[config.mk]
export PLATFORM = sky130hd
export DESIGN_NAME = ptp_measurement_cache_unit
export DESIGN_NICKNAME = d
export VERILOG_FILES = /design/src/rtl/ptpmc_pkg.sv /design/src/rtl/ptp_measurement_cache_unit.sv
export VERILOG_INCLUDE_DIRS = /design/src /design/src/rtl
export SDC_FILE = /design/constraint.sdc
export NUM_CORES = 2
export LEC_CHECK = 0
export BUFFER_PORTS_ARGS = -buffer_cell sky130_fd_sc_hd__clkbuf_2
export CELL_PAD_IN_SITES_DETAIL_PLACEMENT = 1
export CELL_PAD_IN_SITES_GLOBAL_PLACEMENT = 2
export CORE_UTILIZATION = 48
export DETAILED_ROUTE_END_ITERATION = 8
export PLACE_DENSITY = 0.85
export SYNTH_ARGS = -nofsm -noshare
export SYNTH_HDL_FRONTEND = slang
export SYNTH_SLANG_ARGS = --single-unit
[constraint.sdc]
create_clock -name clk -period 12.11 [get_ports clk]
set_input_delay 2.422 -clock clk [delete_from_list [all_inputs] [get_ports clk]]
set_output_delay 2.422 -clock clk [all_outputs]
set_load 0.05 [all_outputs]
[src/rtl/ptp_measurement_cache_unit_macros.svh]
// ----------------------------------------------------------------------------
// PTP measurement cache assertion macros
// Short forms for the concurrent checks of the measurement cache.
// ----------------------------------------------------------------------------
`ifndef PTP_MEASUREMENT_CACHE_UNIT_MACROS_SVH
`define PTP_MEASUREMENT_CACHE_UNIT_MACROS_SVH

// consequent holds in the same cycle as the antecedent
`define PMC_ASSERT_SAME(label, clk, rst_n, ante, cons) \
	label: assert property (@(posedge clk) disable iff (!rst_n) (ante) |-> (cons)) \
		else $error("ptp measurement cache: assertion failed");

// consequent holds in the cycle after the antecedent
`define PMC_ASSERT_NEXT(label, clk, rst_n, ante, cons) \
	label: assert property (@(posedge clk) disable iff (!rst_n) (ante) |=> (cons)) \
		else $error("ptp measurement cache: assertion failed");

`endif

[src/rtl/ptpmc_pkg.sv]
// ----------------------------------------------------------------------------
// PTP measurement cache package
// Operation codes, record key type and default sizes of the cache.
// ----------------------------------------------------------------------------
package ptpmc_pkg;

	localparam int DEF_ENTRIES = 4;

	localparam int FUNC_W  = 2;
	localparam int SEL_W   = 2;
	localparam int TIME_W  = 64;
	localparam int IN_W    = 184;
	localparam int OUT_W   = 200;

	localparam logic [FUNC_W-1:0] FUNC_PUSH   = 2'd0;
	localparam logic [FUNC_W-1:0] FUNC_RECORD = 2'd1;
	localparam logic [FUNC_W-1:0] FUNC_QUERY  = 2'd2;
	localparam logic [FUNC_W-1:0] FUNC_NONE   = 2'd3;

	// field order from the lowest bit up: domain, sdo, seq, clock, port number
	typedef struct packed {
		logic [15:0] portnum;
		logic [63:0] clock;
		logic [15:0] seq;
		logic [11:0] sdo;
		logic [7:0]  domain;
	} key_t;

endpackage

[src/rtl/ptp_measurement_cache_unit.sv]
// ----------------------------------------------------------------------------
// PTP measurement cache
// Ring of PTP exchange records with key search and delay/offset arithmetic.
// ----------------------------------------------------------------------------
// The cache holds ENTRIES records, each a key and four timestamps t1..t4.
// A push overwrites the entry under the ring pointer, clears its stamps and
// returns it; a record or query compares one entry per cycle from entry 0 up
// and the first valid match wins; a record stores the chosen stamp into it.
// Every item gives one result: hit, index, completeness and the halved path
// delay, link delay and offset (truncated toward zero, differences wrap).
// A push reads the stamps and runs the arithmetic; a record or query scans
// first and a miss goes straight to the result. The scan compares one entry
// a cycle, the four stamps come one a cycle from a stamp memory with one
// write and one registered read port, and one shared 64-bit adder runs eight
// steps. The next item is taken while a finished result still waits at the output.
`include "ptp_measurement_cache_unit_macros.svh"

module ptp_measurement_cache_unit #(
	parameter int ENTRIES = ptpmc_pkg::DEF_ENTRIES
) (
	input  logic                         clk,
	input  logic                         arst_n,
	input  logic                         s_tvalid,
	output logic                         s_tready,
	// domain[7:0], sdo_id[19:8], seq_id[35:20], port_clock[99:36],
	// port_num[115:100], stamp_value[179:116], zero fill[183:180]
	input  logic [ptpmc_pkg::IN_W-1:0]   s_tdata,
	// func[1:0], stamp_sel[3:2]
	input  logic [3:0]                   s_tuser,
	output logic                         m_tvalid,
	input  logic                         m_tready,
	// hit[0], entry_index[2:1], complete[3], path_delay[67:4],
	// link_delay[131:68], clock_offset[195:132], zero fill[199:196]
	output logic [ptpmc_pkg::OUT_W-1:0]  m_tdata
);

	localparam int IW    = $clog2(ENTRIES);
	localparam int AW    = IW + 2;
	localparam int DEPTH = ENTRIES * 4;
	localparam int TW    = ptpmc_pkg::TIME_W;

	typedef enum logic [2:0] {
		ST_IDLE,
		ST_SCAN,
		ST_READ,
		ST_CALC,
		ST_FIN
	} state_t;

	typedef enum logic [2:0] {
		AS_D21,
		AS_D43,
		AS_LNK,
		AS_PSUM,
		AS_OSUM,
		AS_PHALF,
		AS_OHALF,
		AS_LHALF
	} alu_step_t;

	state_t    state_q;
	alu_step_t step_q;

	logic [IW-1:0]      wp_q;
	logic [IW-1:0]      idx_q;
	logic [2:0]         rcnt_q;
	logic               hit_q;
	logic               m_tvalid_q;
	logic [ENTRIES-1:0] entry_valid_q;
	logic [DEPTH-1:0]   stamp_vld_q;

	// item registers
	logic [ptpmc_pkg::FUNC_W-1:0] func_q;
	logic [ptpmc_pkg::SEL_W-1:0]  sel_q;
	logic [TW-1:0]                val_q;
	ptpmc_pkg::key_t              in_key_q;
	ptpmc_pkg::key_t              key_q [ENTRIES];

	// stamp memory
	logic [TW-1:0] stamp_mem [DEPTH];
	logic [TW-1:0] rd_q;
	logic          rd_vld_q;

	logic [TW-1:0] t_q [4];
	logic [TW-1:0] d21_q;
	logic [TW-1:0] d43_q;
	logic [TW-1:0] lnk_q;
	logic [TW-1:0] pth_q;
	logic [TW-1:0] off_q;
	logic          cmpl_q;
	logic [ptpmc_pkg::OUT_W-1:0] m_tdata_q;

	logic                         accept;
	logic [ptpmc_pkg::FUNC_W-1:0] in_func;
	ptpmc_pkg::key_t              in_key;
	logic                         match;
	logic                         last_entry;
	logic                         mem_we;
	logic [AW-1:0]                mem_waddr;
	logic [AW-1:0]                mem_raddr;
	logic [TW-1:0]                rd_val;
	logic                         out_load;
	logic [TW-1:0]                alu_a;
	logic [TW-1:0]                alu_b;
	logic                         alu_sub;
	logic                         alu_rnd;
	logic                         alu_cin;
	logic [TW-1:0]                alu_sum;
	logic [TW-1:0]                alu_half;

	assign s_tready = (state_q == ST_IDLE);
	assign accept   = s_tvalid && s_tready;
	assign in_func  = s_tuser[1:0];
	assign in_key   = ptpmc_pkg::key_t'(s_tdata[115:0]);

	assign match      = entry_valid_q[idx_q] && (key_q[idx_q] == in_key_q);
	assign last_entry = (idx_q == IW'(ENTRIES - 1));

	assign mem_we    = (state_q == ST_SCAN) && match && (func_q == ptpmc_pkg::FUNC_RECORD);
	assign mem_waddr = {idx_q, sel_q};
	assign mem_raddr = {idx_q, rcnt_q[1:0]};
	assign rd_val    = rd_vld_q ? rd_q : '0;

	assign out_load = (state_q == ST_FIN) && (!m_tvalid_q || m_tready);

	// shared adder: a + b, a - b, or a plus its sign bit ahead of a halving
	always_comb begin
		alu_a   = '0;
		alu_b   = '0;
		alu_sub = 1'b0;
		alu_rnd = 1'b0;
		case (step_q)
			AS_D21: begin
				alu_a   = t_q[1];
				alu_b   = t_q[0];
				alu_sub = 1'b1;
			end
			AS_D43: begin
				alu_a   = t_q[3];
				alu_b   = t_q[2];
				alu_sub = 1'b1;
			end
			AS_LNK: begin
				alu_a   = t_q[3];
				alu_b   = t_q[0];
				alu_sub = 1'b1;
			end
			AS_PSUM: begin
				alu_a = d21_q;
				alu_b = d43_q;
			end
			AS_OSUM: begin
				alu_a   = d21_q;
				alu_b   = d43_q;
				alu_sub = 1'b1;
			end
			AS_PHALF: begin
				alu_a   = pth_q;
				alu_rnd = 1'b1;
			end
			AS_OHALF: begin
				alu_a   = off_q;
				alu_rnd = 1'b1;
			end
			AS_LHALF: begin
				alu_a   = lnk_q;
				alu_rnd = 1'b1;
			end
			default: alu_a = '0;
		endcase
		alu_cin  = alu_sub | (alu_rnd & alu_a[TW-1]);
		alu_sum  = alu_a + (alu_sub ? ~alu_b : alu_b) + TW'(alu_cin);
		alu_half = TW'($signed(alu_sum) >>> 1);
	end

	// control sequencer
	always_ff @(posedge clk or negedge arst_n) begin
		if (!arst_n) begin
			state_q       <= ST_IDLE;
			step_q        <= AS_D21;
			wp_q          <= '0;
			idx_q         <= '0;
			rcnt_q        <= '0;
			hit_q         <= 1'b0;
			m_tvalid_q    <= 1'b0;
			entry_valid_q <= '0;
			stamp_vld_q   <= '0;
		end else begin
			if (out_load) begin
				m_tvalid_q <= 1'b1;
			end else if (m_tready) begin
				m_tvalid_q <= 1'b0;
			end
			unique case (state_q)
				ST_IDLE: begin
					if (accept) begin
						rcnt_q <= '0;
						if (in_func == ptpmc_pkg::FUNC_PUSH) begin
							entry_valid_q[wp_q] <= 1'b1;
							for (int k = 0; k < 4; k++) begin
								stamp_vld_q[{wp_q, 2'(k)}] <= 1'b0;
							end
							idx_q   <= wp_q;
							wp_q    <= (wp_q == IW'(ENTRIES - 1)) ? '0 : wp_q + 1'b1;
							hit_q   <= 1'b1;
							state_q <= ST_READ;
						end else if (in_func == ptpmc_pkg::FUNC_NONE) begin
							hit_q   <= 1'b0;
							state_q <= ST_FIN;
						end else begin
							idx_q   <= '0;
							state_q <= ST_SCAN;
						end
					end
				end
				ST_SCAN: begin
					if (match) begin
						hit_q <= 1'b1;
						if (func_q == ptpmc_pkg::FUNC_RECORD) begin
							stamp_vld_q[mem_waddr] <= 1'b1;
						end
						state_q <= ST_READ;
					end else if (last_entry) begin
						hit_q   <= 1'b0;
						state_q <= ST_FIN;
					end else begin
						idx_q <= idx_q + 1'b1;
					end
				end
				ST_READ: begin
					rcnt_q <= rcnt_q + 3'd1;
					if (rcnt_q == 3'd4) begin
						step_q  <= AS_D21;
						state_q <= ST_CALC;
					end
				end
				ST_CALC: begin
					step_q <= alu_step_t'(step_q + 3'd1);
					if (step_q == AS_LHALF) begin
						state_q <= ST_FIN;
					end
				end
				ST_FIN: begin
					if (out_load) begin
						state_q <= ST_IDLE;
					end
				end
				default: state_q <= ST_IDLE;
			endcase
		end
	end

	// item, key and arithmetic registers
	always_ff @(posedge clk) begin
		if (accept) begin
			func_q   <= in_func;
			sel_q    <= s_tuser[3:2];
			val_q    <= s_tdata[179:116];
			in_key_q <= in_key;
			if (in_func == ptpmc_pkg::FUNC_PUSH) begin
				key_q[wp_q] <= in_key;
			end
		end
		if (state_q == ST_READ && rcnt_q != 3'd0) begin
			t_q[2'(rcnt_q - 3'd1)] <= rd_val;
			cmpl_q <= (rcnt_q == 3'd1) ? (rd_val != '0) : (cmpl_q && (rd_val != '0));
		end
		if (state_q == ST_CALC) begin
			case (step_q)
				AS_D21:   d21_q <= alu_sum;
				AS_D43:   d43_q <= alu_sum;
				AS_LNK:   lnk_q <= alu_sum;
				AS_PSUM:  pth_q <= alu_sum;
				AS_OSUM:  off_q <= alu_sum;
				AS_PHALF: pth_q <= alu_half;
				AS_OHALF: off_q <= alu_half;
				AS_LHALF: lnk_q <= alu_half;
				default:  d21_q <= d21_q;
			endcase
		end
		if (out_load) begin
			if (hit_q) begin
				m_tdata_q <= {4'b0, off_q, lnk_q, pth_q, cmpl_q, 2'(idx_q), 1'b1};
			end else begin
				m_tdata_q <= '0;
			end
		end
	end

	// stamp memory: one write port, one registered read port
	always_ff @(posedge clk) begin
		if (mem_we) begin
			stamp_mem[mem_waddr] <= val_q;
		end
		rd_q     <= stamp_mem[mem_raddr];
		rd_vld_q <= stamp_vld_q[mem_raddr];
	end

	assign m_tvalid = m_tvalid_q;
	assign m_tdata  = m_tdata_q;

	`PMC_ASSERT_NEXT(a_busy_after_accept, clk, arst_n, s_tvalid && s_tready, !s_tready)
	`PMC_ASSERT_SAME(a_wp_in_range, clk, arst_n, 1'b1, wp_q <= IW'(ENTRIES - 1))
	`PMC_ASSERT_NEXT(a_push_sets_valid, clk, arst_n, accept && in_func == ptpmc_pkg::FUNC_PUSH, entry_valid_q[$past(wp_q)])
	`PMC_ASSERT_SAME(a_result_from_fin, clk, arst_n, $rose(m_tvalid_q), $past(state_q == ST_FIN))
	`PMC_ASSERT_SAME(a_record_needs_match, clk, arst_n, mem_we, entry_valid_q[idx_q])

endmodule
==> metrics.md <==
| Metric | Value |
|---|---|
| Final-report setup violation count | 0 |
| Global-route wire length before repair | 372 mm |
| Die span in y | 458 um |
| Path type of the worst min-delay path | reg -> reg |
| Io pins | 394 |
| Capture instance of the worst register-to-register path | lnk_q[34]$_DFFE_PP_ |
| Sum of routed wire length over all layers | 255 mm |
| Source-to-sink clock delay at the later pin of the worst-skew pair | 0.91 ns |
| Clock tree from TritonCTS | done |
| Vias in the first global route | 54523 |
| Synth warnings | 0 |
| Count of unique library cells instantiated by Yosys | 74 |
| Combined buffer and inverter count along the critical path | 4 |
| Critical-path cell list | ha_2 -> inv_2 -> buf_4 -> nand4_1 -> buf_4 -> a31oi_1 -> a21boi_0 -> fa_1 -> inv_1 -> fa_1 -> a21o_1 -> a311o_1 -> nand4_1 -> a31oi_1 -> nor2b_1 -> o21ai_0 -> a21boi_0 -> o41ai_1 -> xnor2_1 -> mux2i_1 |
| Number of vias per cell | 5.98 |
| Final Hold Viols | 0 |
| Final critical delay including setup and external delays | 7.68 ns |
| Leading cell types in the layout, fill and taps excluded | 2445 x edfxtp_1, 422 x mux4_2, 385 x clkbuf_2, 267 x and2_1, 241 x clkbuf_16 |
| Startpoint of the most critical hold path | entry_valid_q[1]$_DFFE_PN0P_ |
| Biggest fanout along the worst timing path | 45 |
| Largest clock skew in the final design | 0.0560 ns |
| Yosys reg bits | 2545 |
| Half-perimeter wire length after placement | 154 mm |
| Source of the worst register-to-register timing path | step_q[2]$_DFFE_PN0P_ |
| First-pass DRT Iterations | 9 |
| Post-synthesis cell count | 5303 |
| Post-synthesis instance area | 99900 sq um |
| Critical-path top delay cell | xnor2_1 |
| Routed vias | 52305 |
| Slew Limit Headroom | 20.8% |
| Number of max-cap violations | 0 |
| I/O Buffers | 385 |
| Average wire per cell in the routed design | 29.2 um |
| Final-stage net count | 6010 |
| Number of cells traversed by the worst register-to-register path | 20 |
| Kind of critical path | reg -> reg |
| Endpoint with the worst hold slack | entry_valid_q[1]$_DFFE_PN0P_ |
| Ratio of cells with drive above 1 in the final layout | 22.3% |
| Outcome | complete, but fails checks |
| Number of flops mapped to enable cells by yosys | 2445 |
| Relative area change from synthesis to final layout | 13.5% |
| Maximum cell stage delay along the critical path | 0.86 ns |
| Final TNS setup | 0 ns |
| Unrepaired setup endpoints after global routing | false |
| Sequential cell area fraction in the yosys report | 75.6% |
| Post-Synthesis Mean Instance Area | 18.8 sq um |
| Total Die Area | 210000 sq um |
| Most common cell after layout, fill and taps aside | edfxtp_1 |
| CTS HTree Levels | 4 |
| Number of violations reported at the end of detailed-routing iteration 0 | 6137 |
| DRC violations left | 1 |
| Number of filler instances in the final layout | 18411 |
| Antenna violations before repair | 34 |
| DIE WIDTH | 458 um |
| Number of gates resized after CTS | 0 |
| Clock transition at path regs | 0.06 ns |
| Total congestion overflow after global routing | 0 |
| Register cell area after layout | 75600 sq um |
| Largest delay contributor family on the critical path | compound AO/OA/AOI/OAI gates |
| Final estimated routing congestion in global placement | 0.888 |
| Critical Path RT | 12.69 ns |
| Cell count of the worst hold path | 1 |
| Maximum number of pins on one net before global-route repair | 172 |
| Highest clock rate | 130 MHz |
| Number of hold buffers added after cts | 0 |
| Cell at the root of the clock tree | clkbuf_16 |
| Routed Antenna Nets | 0 |
| Worst-case clock buffer depth | 3 |
| Area of the core | 207000 sq um |
| Slew Limit Fails | 0 |
| Endpoint class of the critical path | flip-flop |
| Slack of the worst reg-to-reg path | 4.43 ns |
| Final worst path period share | 63.4% |
| Commonest register cell after synthesis | edfxtp_1 |
| Buffers inserted during post-CTS setup optimization | 0 |
| Site Rows | 167 |
| Global-route total usage across every layer | 24.1% |
| Kind of start point of the critical path | flip-flop |
| Starting density of the core | 48.3% |
| Share of synthesized flip-flops with an asynchronous set or reset | 1.38% |
| CTS buffer count | 240 |
| Violated checks | DRC |
| Area of combinational cells with multiple inputs | 23100 sq um |
| Count of clock tree sinks | 2545 |
| Arrival time worst endpoint | 8.26 ns |
| Slew at the pin closest to its max-slew limit | 1.19 ns |
[kinds of logic (layout without fill, tap and decap cells)]
group / count (synthesis) / count (layout) / share of synthesized area (%)
flops: 2545 / 2545 / 75.6
simple gates: 846 / 846 / 4.32
compound gates: 693 / 693 / 4.87
mux: 528 / 528 / 10.7
buf+inv: 388 / 1020 / 1.52
xor+xnor: 216 / 216 / 1.89
fa+ha+maj: 86 / 86 / 1.09
other cells: 1 / 19 / 0.00375
[layer usage]
metal | routed length, um | track usage, % | vias up | part of all wire, %
met5 | 32 | 0 | - | 0.013
met4 | 5950 | 6.45 | 6 | 2.3
met3 | 16200 | 3.21 | 343 | 6.4
met2 | 127000 | 40.4 | 2158 | 50
met1 | 106000 | 33.4 | 27583 | 41
li1 | - | - | 22215 | -
[metrics by stage]
step,hold slack [ns],setup WS [ns],cells,util [%],instance area [sq um]
2_1_floorplan,0.428,0.768,5306,-,100000
6_report,0.471,4.43,8741,54.8,113000
4_1_cts,0.469,4.51,8726,54.8,113000
3_3_place_gp,0.446,4.68,8278,50.8,105000
5_1_grt,0.492,4.10,8737,54.8,113000
3_5_place_dp,0.456,4.50,8278,50.8,105000
[registers in the layout, summed over array words and instances, names as in the netlist, 2 cells and up]
| signal | count |
|---|---|
| step_q | 3 |
| sel_q | 2 |
| wp_q | 2 |
| entry_valid_q | 4 |
| pth_q | 64 |
| func_q | 2 |
| off_q | 64 |
| lnk_q | 64 |
| stamp_vld_q | 16 |
| d43_q | 64 |
| rd_q | 64 |
| stamp_mem | 1024 |
| idx_q | 2 |
| key_q | 464 |
| d21_q | 64 |
| rcnt_q | 3 |
| val_q | 64 |
| m_tdata | 196 |
| state_q | 3 |
| in_key_q | 116 |
| t_q | 256 |
[cell usage after synthesis (all sizes together), types with 84 or more instances]
cell	count	area, sq um
clkbuf	221	830
nor2	185	694
a222oi	128	1280
nand2	208	788
o21ai	175	876
xor2	87	762
xnor2	129	1130
and2	273	1710
mux4	427	9640
inv	108	405
edfxtp	2445	73400
mux2i	98	981
a21oi	85	425
ha	84	1050
[area by class of cell]
type,instances,share of cell area [%]
clock inverter,150,1.62
inverter,108,0.368
antenna,15,0.0331
clock buffer,298,5.64
sequential,2545,66.7
tap,2788,3.08
timing repair buffer,464,2.27
multi-input combinational,2373,20.3
[how the worst max path moves through the flow]
stage               cells after the start  slack, ns              endpoint             startpoint
CTS                                    20       4.51   lnk_q[34]$_DFFE_PP_  step_q[2]$_DFFE_PN0P_
global route                           21       4.10   lnk_q[34]$_DFFE_PP_  step_q[2]$_DFFE_PN0P_
floorplan                               2       0.77  m_tdata[0]$_DFFE_PP_               m_tready
detailed placement                     20       4.50   lnk_q[34]$_DFFE_PP_  step_q[2]$_DFFE_PN0P_
global placement                       21       4.68   lnk_q[61]$_DFFE_PP_  step_q[2]$_DFFE_PN0P_
finish                                 20       4.43   lnk_q[34]$_DFFE_PP_  step_q[2]$_DFFE_PN0P_
Power is left out: the tool's default activity adds up to more than one toggle a clock period on the data nets, which glitch-free logic cannot reach.
